===== src/rtl/sti_pkg.sv =====
// Shared types and constants of the sorted key/value table.
// Holds field widths, operation and status codes, and the controller/datapath structs.
// No dependencies.
package sti_pkg;

  // Defaults for the top-level parameters.
  localparam int CAPACITY_DEF  = 256;
  localparam int KEY_WIDTH_DEF = 32;

  // Fixed field widths of the request and response channels.
  localparam int ACTION_W = 3;
  localparam int DATA_W   = 32;
  localparam int INDEX_W  = 8;
  localparam int STATUS_W = 2;
  localparam int POS_W    = 9;
  localparam int COUNT_W  = 9;

  // Configuration port widths.
  localparam int APB_AW = 3;
  localparam int APB_DW = 32;

  // Register word indexes, decoded from paddr[APB_AW-1:2].
  localparam logic [APB_AW-3:0] REG_ALLOW_DUP = '0;

  // Operation codes.
  localparam logic [ACTION_W-1:0] ACT_INSERT   = 3'd0;
  localparam logic [ACTION_W-1:0] ACT_SEARCH   = 3'd1;
  localparam logic [ACTION_W-1:0] ACT_REM_KEY  = 3'd2;
  localparam logic [ACTION_W-1:0] ACT_REM_IDX  = 3'd3;
  localparam logic [ACTION_W-1:0] ACT_READ_IDX = 3'd4;
  localparam logic [ACTION_W-1:0] ACT_CLEAR    = 3'd5;

  // Result status codes.
  localparam logic [STATUS_W-1:0] STS_OK   = 2'd0;
  localparam logic [STATUS_W-1:0] STS_FULL = 2'd1;
  localparam logic [STATUS_W-1:0] STS_DUP  = 2'd2;
  localparam logic [STATUS_W-1:0] STS_MISS = 2'd3;

  // Commands from the controller to the datapath.
  typedef struct packed {
    logic                latch;         // capture the request operands
    logic                idx_read;      // read the slot named by the request index
    logic                bs_read;       // read the midpoint of the search window
    logic                bs_update;     // narrow the search window
    logic                probe_read;    // read the slot at the lower bound
    logic                probe_capture; // evaluate the match at the lower bound
    logic                idx_capture;   // take key and value of the indexed slot
    logic                clr_key;       // zero the returned key
    logic                set_status;    // load the status code below
    logic [STATUS_W-1:0] status;
    logic                up_start;      // begin the upward shift at the last entry
    logic                up_step;       // move one entry up, read the next lower one
    logic                write_new;     // write the new entry at the insertion point
    logic                dn_start;      // begin the downward shift above the slot
    logic                dn_step;       // move one entry down, read the next higher one
    logic                cnt_inc;
    logic                cnt_dec;
    logic                cnt_clear;
    logic                load_out;      // move the result into the output register
  } sti_cmd_t;

  // Status from the datapath to the controller.
  typedef struct packed {
    logic [ACTION_W-1:0] req_action;  // action of the request on the input channel
    logic                req_idx_ok;  // request index lies below the entry count
    logic [ACTION_W-1:0] action;      // action of the item in progress
    logic                lo_lt_hi;
    logic                lo_lt_cnt;
    logic                lo1_lt_cnt;
    logic                hit;
    logic                full;
    logic                ptr_gt_lo;
    logic                ptr1_lt_cnt;
    logic                out_free;
  } sti_sts_t;

endpackage


===== src/rtl/sti_ctrl.sv =====
// Sequencer of the sorted table: binary search, shifts and result hand-off.
// Depends on sti_pkg for the command and status structs and the codes.
module sti_ctrl
  import sti_pkg::*;
(
  input  logic     clk_i,
  input  logic     rst_ni,
  input  logic     in_valid_i,
  output logic     in_ready_o,
  input  logic     allow_dup_i,
  input  sti_sts_t sts_i,
  output sti_cmd_t cmd_o
);

  localparam logic [3:0] S_IDLE   = 4'd0;
  localparam logic [3:0] S_CHECK  = 4'd1;
  localparam logic [3:0] S_CMP    = 4'd2;
  localparam logic [3:0] S_PROBE  = 4'd3;
  localparam logic [3:0] S_DECIDE = 4'd4;
  localparam logic [3:0] S_IDXW   = 4'd5;
  localparam logic [3:0] S_UP     = 4'd6;
  localparam logic [3:0] S_NEW    = 4'd7;
  localparam logic [3:0] S_DN     = 4'd8;
  localparam logic [3:0] S_FINISH = 4'd9;

  logic [3:0] state_q, state_d;

  assign in_ready_o = (state_q == S_IDLE);

  // Next state and command decode.
  always_comb begin
    cmd_o   = '0;
    state_d = state_q;
    case (state_q)
      S_IDLE: begin
        if (in_valid_i) begin
          cmd_o.latch = 1'b1;
          if (sts_i.req_action inside {ACT_INSERT, ACT_SEARCH, ACT_REM_KEY}) begin
            state_d = S_CHECK;
          end else if (sts_i.req_action inside {ACT_REM_IDX, ACT_READ_IDX}) begin
            if (sts_i.req_idx_ok) begin
              cmd_o.idx_read = 1'b1;
              state_d        = S_IDXW;
            end else begin
              state_d = S_FINISH;
            end
          end else if (sts_i.req_action == ACT_CLEAR) begin
            cmd_o.cnt_clear = 1'b1;
            state_d         = S_FINISH;
          end else begin
            state_d = S_FINISH;
          end
        end
      end
      S_CHECK: begin
        // Halve the window until it is empty, then look at the lower bound.
        if (sts_i.lo_lt_hi) begin
          cmd_o.bs_read = 1'b1;
          state_d       = S_CMP;
        end else begin
          cmd_o.probe_read = 1'b1;
          state_d          = S_PROBE;
        end
      end
      S_CMP: begin
        cmd_o.bs_update = 1'b1;
        state_d         = S_CHECK;
      end
      S_PROBE: begin
        cmd_o.probe_capture = 1'b1;
        state_d             = S_DECIDE;
      end
      S_DECIDE: begin
        case (sts_i.action)
          ACT_INSERT: begin
            cmd_o.clr_key = 1'b1;
            if (sts_i.hit && !allow_dup_i) begin
              cmd_o.set_status = 1'b1;
              cmd_o.status     = STS_DUP;
              state_d          = S_FINISH;
            end else if (sts_i.full) begin
              cmd_o.set_status = 1'b1;
              cmd_o.status     = STS_FULL;
              state_d          = S_FINISH;
            end else if (sts_i.lo_lt_cnt) begin
              cmd_o.up_start = 1'b1;
              state_d        = S_UP;
            end else begin
              state_d = S_NEW;
            end
          end
          ACT_SEARCH: begin
            cmd_o.clr_key = 1'b1;
            if (sts_i.hit) begin
              cmd_o.set_status = 1'b1;
              cmd_o.status     = STS_OK;
            end
            state_d = S_FINISH;
          end
          ACT_REM_KEY: begin
            if (sts_i.hit) begin
              cmd_o.set_status = 1'b1;
              cmd_o.status     = STS_OK;
              if (sts_i.lo1_lt_cnt) begin
                cmd_o.dn_start = 1'b1;
                state_d        = S_DN;
              end else begin
                cmd_o.cnt_dec = 1'b1;
                state_d       = S_FINISH;
              end
            end else begin
              state_d = S_FINISH;
            end
          end
          default: begin
            state_d = S_FINISH;
          end
        endcase
      end
      S_IDXW: begin
        cmd_o.idx_capture = 1'b1;
        cmd_o.set_status  = 1'b1;
        cmd_o.status      = STS_OK;
        if (sts_i.action == ACT_REM_IDX) begin
          if (sts_i.lo1_lt_cnt) begin
            cmd_o.dn_start = 1'b1;
            state_d        = S_DN;
          end else begin
            cmd_o.cnt_dec = 1'b1;
            state_d       = S_FINISH;
          end
        end else begin
          state_d = S_FINISH;
        end
      end
      S_UP: begin
        cmd_o.up_step = 1'b1;
        if (!sts_i.ptr_gt_lo) begin
          state_d = S_NEW;
        end
      end
      S_NEW: begin
        cmd_o.write_new  = 1'b1;
        cmd_o.cnt_inc    = 1'b1;
        cmd_o.set_status = 1'b1;
        cmd_o.status     = STS_OK;
        state_d          = S_FINISH;
      end
      S_DN: begin
        cmd_o.dn_step = 1'b1;
        if (!sts_i.ptr1_lt_cnt) begin
          cmd_o.cnt_dec = 1'b1;
          state_d       = S_FINISH;
        end
      end
      S_FINISH: begin
        // Wait until the output register can take the result.
        if (sts_i.out_free) begin
          cmd_o.load_out = 1'b1;
          state_d        = S_IDLE;
        end
      end
      default: begin
        state_d = S_IDLE;
      end
    endcase
  end

  // State register.
  always_ff @(posedge clk_i or negedge rst_ni) begin
    if (!rst_ni) begin
      state_q <= S_IDLE;
    end else begin
      state_q <= state_d;
    end
  end

  // A result is only handed over when the output register is free.
  assert property (@(posedge clk_i) disable iff (!rst_ni)
    cmd_o.load_out |-> sts_i.out_free)
    else $error("result loaded while output register is occupied");

  // A new entry is never written into a full table.
  assert property (@(posedge clk_i) disable iff (!rst_ni)
    (state_q == S_NEW) |-> !sts_i.full)
    else $error("insert into a full table");

  // The upward shift only runs while the insertion point lies inside the table.
  assert property (@(posedge clk_i) disable iff (!rst_ni)
    (state_q == S_UP) |-> sts_i.lo_lt_cnt)
    else $error("upward shift with insertion point at the end");

endmodule


===== config.mk =====
export PLATFORM = sky130hd
export DESIGN_NAME = sti_ctrl
export DESIGN_NICKNAME = d
export VERILOG_FILES = /design/src/rtl/sti_pkg.sv /design/src/rtl/sti_ctrl.sv
export SDC_FILE = /design/constraint.sdc
export NUM_CORES = 1
export LEC_CHECK = 0
export BUFFER_PORTS_ARGS = -buffer_cell sky130_fd_sc_hd__buf_2
export CAP_MARGIN = 40
export CORE_ASPECT_RATIO = 1.2
export CORE_MARGIN = 2
export CORE_UTILIZATION = 38
export DETAILED_ROUTE_END_ITERATION = 16
export GPL_TIMING_DRIVEN = 1
export PLACE_DENSITY = 0.81
export SLEW_MARGIN = 40
export SYNTH_ARGS = -nofsm -noshare
export SYNTH_HDL_FRONTEND = slang
export SYNTH_SLANG_ARGS = --single-unit

===== constraint.sdc =====
create_clock -name clk_i -period 1.4 [get_ports clk_i]
set_clock_uncertainty 0.2 [all_clocks]
set_input_delay 0.07 -clock clk_i [delete_from_list [all_inputs] [get_ports clk_i]]
set_output_delay 0.07 -clock clk_i [all_outputs]
set_load 0.005 [all_outputs]

==> results.txt <==
----------------------------------------------------
[Worst setup path]
  Reg-to-Reg Start ... state_q[3]$_DFFE_PN0P_
  Required time of the critical path ... 1.13 ns
  Instance count on the critical path ... 4
  Worst Path Arrival ... 1.60 ns
  Length in cells of the worst reg-to-reg path ... 5
  Element type at the critical path start ... register
  Maximum fanout along the worst path ... 6
  Cell family with the largest share of critical-path delay ... simple AND/OR/NAND/NOR gates
  Beginning of the critical path ... state_q[0]$_DFFE_PN0P_
  CP max stage delay ... 0.47 ns
  Bufs and invs on worst path ... 1
  Kind of end point of the critical path ... primary output
  Cells along the critical path ... nor4_4, and2_1, and4b_1, buf_2
  Slowest CP cell ... sky130_fd_sc_hd__dfrtp_2
  Classification of the worst setup path ... reg -> out

[Routing]
  Wire per inst ... 19.96 um
  Post-DR vias/cell ... 6.399
  Post-route DRC violation count ... 0
  DR iter-0 viols ... 71
  Antenna violation net count after detailed routing ... 0
  Sum of routed wire length over all layers ... 3.853 mm
  Length of the first detailed-routing pass in iterations ... 5
  Vias after detailed routing ... 1235

[Worst hold path]
  Hold Path Origin ... sts_i[1]
  Hold Path Cell Cnt ... 3
  HP Class ... in -> reg

[Timing]
  Worst slew slack as a fraction of its limit ... 80.16%
  Final Hold Violating Endpoints ... 0
  Slew @ Worst Pin ... 0.2949 ns
  Pins over their slew limit ... 0
  Min Hold Slack ... 0.08192 ns
  Crit share post-route ... 133.5%
  Post-route minimum period ... 1.870 ns
  Maximum achievable frequency ... 534.9 MHz
  Unrepaired setup endpoints after global routing ... true
  Crit path setup slack, layout ... -0.4695 ns
  Final setup fails ... 25

[Job]
  Number of maximum-capacitance constraint violations ... 0

[Global route]
  Overall routing resource usage ... 28.40%
  Wire length of the first global-routing pass ... 4.671 mm
  Remaining Overflow, GRT ... 0
  Pin count of the biggest net entering global routing ... 8
  Number of antenna violations at the first check in global routing ... 0
  Number of global-route vias before repair ... 1094

[Logic synthesis]
  Per-instance average area after synthesis ... 7.138 sq um
  Number of cells produced by synthesis ... 95
  Distinct cell type count after synthesis ... 39
  Warnings, synthesis ... 0
  Total of flip-flops plus latches after synthesis ... 4
  Post-synthesis cell area ... 678.2 sq um
  Number of nets produced by synthesis ... 114
  Seq/Total Area, Yosys ... 14.76%

[Layout]
  ANT cells ... 0
  Final Non-Filler Cells ... 193
  Fraction of layout instances using a drive strength above 1 ... 66.29%
  Largest Register ... state_q
  Nets ... 195
  Registers with the most flip-flops ... state_q x4
  Area delta synth->final ... 114.8%
  Max FFs per register ... 4

[Run status]
  Failing checks ... negative setup slack
  Status ... finished, violations left

[Floorplan]
  Core Region ... 1662 sq um
  Effective utilization at floorplan ... 40.81%
  I/O pin count ... 40
  Die H ... 50.28 um
  Number of rows in the core area ... 16
  Full die area ... 2140 sq um
  Chip width ... 42.57 um

[Placement]
  Buffers added on ports ... 39
  Placed Cells ... 163
  Routability cong. ... 0.8909
  Detailed-placement wirelength estimate ... 1.708 mm

[Clock network]
  Total clock sinks ... 4
  Clock Root Buffer ... sky130_fd_sc_hd__clkbuf_4
  Total number of H-tree levels ... 1
  TritonCTS clock tree ... yes
  Maximum clock path buffer count ... 2
  Number of buffers created by CTS ... 3
  Clock slew at the register clock pins of the worst setup and hold paths ... 0.07 ns
  Clock latency reported for the late side of the worst-skew pair ... 0.27 ns

[Pwr]
  Leakage power summed over all cells ... 0.7251 nW
  Part of the power in registers ... 12.0%
  Net switching component of the power ... 0.001197 W
  Max rail drop VDD ... 1.121 mV
  Total power per unit cell area ... 1810 nW/um^2
  Fraction of power consumed by the clock network ... 7.1%
  Switching Fraction ... 45.41%
  Internal cell power ... 0.001439 W
  Share of total power in combinational logic ... 80.9%

----------------------------------------------------
-- cell usage in the layout (no fill, tap or decap), types with 3 or more instances in the layout --
| master | Yosys | routed |
|---|---|---|
| sky130_fd_sc_hd__nand2_1 | 8 | 5 |
| sky130_fd_sc_hd__o21ai_0 | 5 | 4 |
| sky130_fd_sc_hd__and3_1 | 4 | 3 |
| sky130_fd_sc_hd__clkbuf_4 | 0 | 3 |
| sky130_fd_sc_hd__nor2_1 | 12 | 7 |
| sky130_fd_sc_hd__a31oi_1 | 4 | 4 |
| sky130_fd_sc_hd__nand2b_4 | 1 | 3 |
| sky130_fd_sc_hd__nand2b_1 | 5 | 3 |
| sky130_fd_sc_hd__buf_2 | 1 | 36 |
| sky130_fd_sc_hd__o22ai_1 | 5 | 3 |
| sky130_fd_sc_hd__dfrtp_2 | 0 | 4 |
| sky130_fd_sc_hd__buf_6 | 2 | 22 |
| sky130_fd_sc_hd__nor2_4 | 0 | 4 |
| sky130_fd_sc_hd__buf_4 | 3 | 21 |
| sky130_fd_sc_hd__dlygate4sd3_1 | 0 | 4 |
-- synthesized netlist by cell type (all sizes together) --
master / instances / area, sq um
nor2: 12 / 45.04
nand2: 8 / 30.03
buf: 6 / 50.04
nand2b: 6 / 45.04
o21ai: 5 / 25.02
o22ai: 5 / 31.28
a21oi: 4 / 20.02
a31oi: 4 / 25.02
and3: 4 / 25.02
dfrtp: 4 / 100.1
inv: 4 / 15.01
nor3: 4 / 25.02
nor4: 4 / 40.04
nor3b: 3 / 27.52
and2: 2 / 12.51
nor2b: 2 / 12.51
nor4b: 2 / 23.77
o211ai: 2 / 15.01
a211o: 1 / 8.760
a211oi: 1 / 7.510
a2bb2oi: 1 / 8.760
a32oi: 1 / 8.760
and2b: 1 / 7.510
and3b: 1 / 8.760
and4b: 1 / 10.01
clkbuf: 1 / 3.750
mux2i: 1 / 10.01
nand3: 1 / 5.000
nand3b: 1 / 7.510
o211a: 1 / 10.01
or2b: 1 / 7.510
or3: 1 / 6.260
-- stage by stage --
stage | utilization [%] | area, sq um | setup TNS [ns] | total power [W] | worst slack [ns]
finish | 87.65 | 1456 | -7.827 | 0.002636 | -0.4695
global route | 87.65 | 1456 | -9.030 | 0.002762 | -0.5355
CTS | 78.24 | 1300 | -5.520 | 0.002084 | -0.3508
global placement | 59.94 | 996.0 | -1.798 | 0.001405 | -0.2128
detailed placement | 59.94 | 996.0 | -2.389 | 0.001434 | -0.2328
floorplan | - | 700.7 | -0.3138 | 0.0009546 | -0.07784
-- worst paths after layout --
kind                       slack (ns)                     end
min in group asynchronous        0.49  state_q[2]$_DFFE_PN0P_
max in group asynchronous        0.28  state_q[1]$_DFFE_PN0P_
setup reg to reg                -0.36  state_q[0]$_DFFE_PN0P_
hold / removal                   0.08  state_q[3]$_DFFE_PN0P_
hold reg to reg                  0.50  state_q[1]$_DFFE_PN0P_
setup / recovery                -0.47                cmd_o[1]
-- cell type report --
class	instances	area, sq um
sequential	4	105.1
fill	77	205.2
tap	18	22.52
multi-input combinational	80	658.1
timing repair buffer	83	625.6
clock buffer	4	26.28
inverter	4	18.77
-- worst register-to-register path, delay by kind of cell (launching register included) --
family | cells | cell delay, ns
compound gates | 3 | 0.61
flops | 1 | 0.47
simple gates | 1 | 0.27
buf+inv | 1 | 0.13
-- routing by layer --
layer	track usage [%]	vias to the layer above	share of wire, %
met4	14.58	0	8.6
met3	4.317	43	9.7
li1	-	512	-
met1	31.07	568	35
met2	51.79	112	47
met5	0	-	0
-- what timing repair did --
action / 4_1_cts / 5_1_grt
endpoints found under the setup margin: 25 / 25
setup buffers: 14 / 12
endpoints found under the hold margin: 5 / 0
pin swaps: 14 / 11
resized for setup: 35 / 26
hold buffers: 4 / 0
-- power by group through the flow --
stage | clock [W] | combinational, W | sequential, W
floorplan | 0 | 0.000724 | 0.000230
global placement | 0 | 0.00111 | 0.000299
detailed placement | 0 | 0.00113 | 0.000304
CTS | 0.000165 | 0.00163 | 0.000287
global route | 0.000195 | 0.00225 | 0.000319
finish | 0.000187 | 0.00213 | 0.000317
-- logic make-up (layout without fill, tap and decap cells) --
family                 count (synthesis)  count (layout)  synth area share, %
buffers and inverters                 11              91                10.15
multiplexers                           1               1                1.476
flip-flops                             4               4                14.76
AO/OA/AOI/OAI                         25              25                23.62
AND/OR/NAND/NOR                       54              54                50.00
Power figures use the tool's default switching activity.
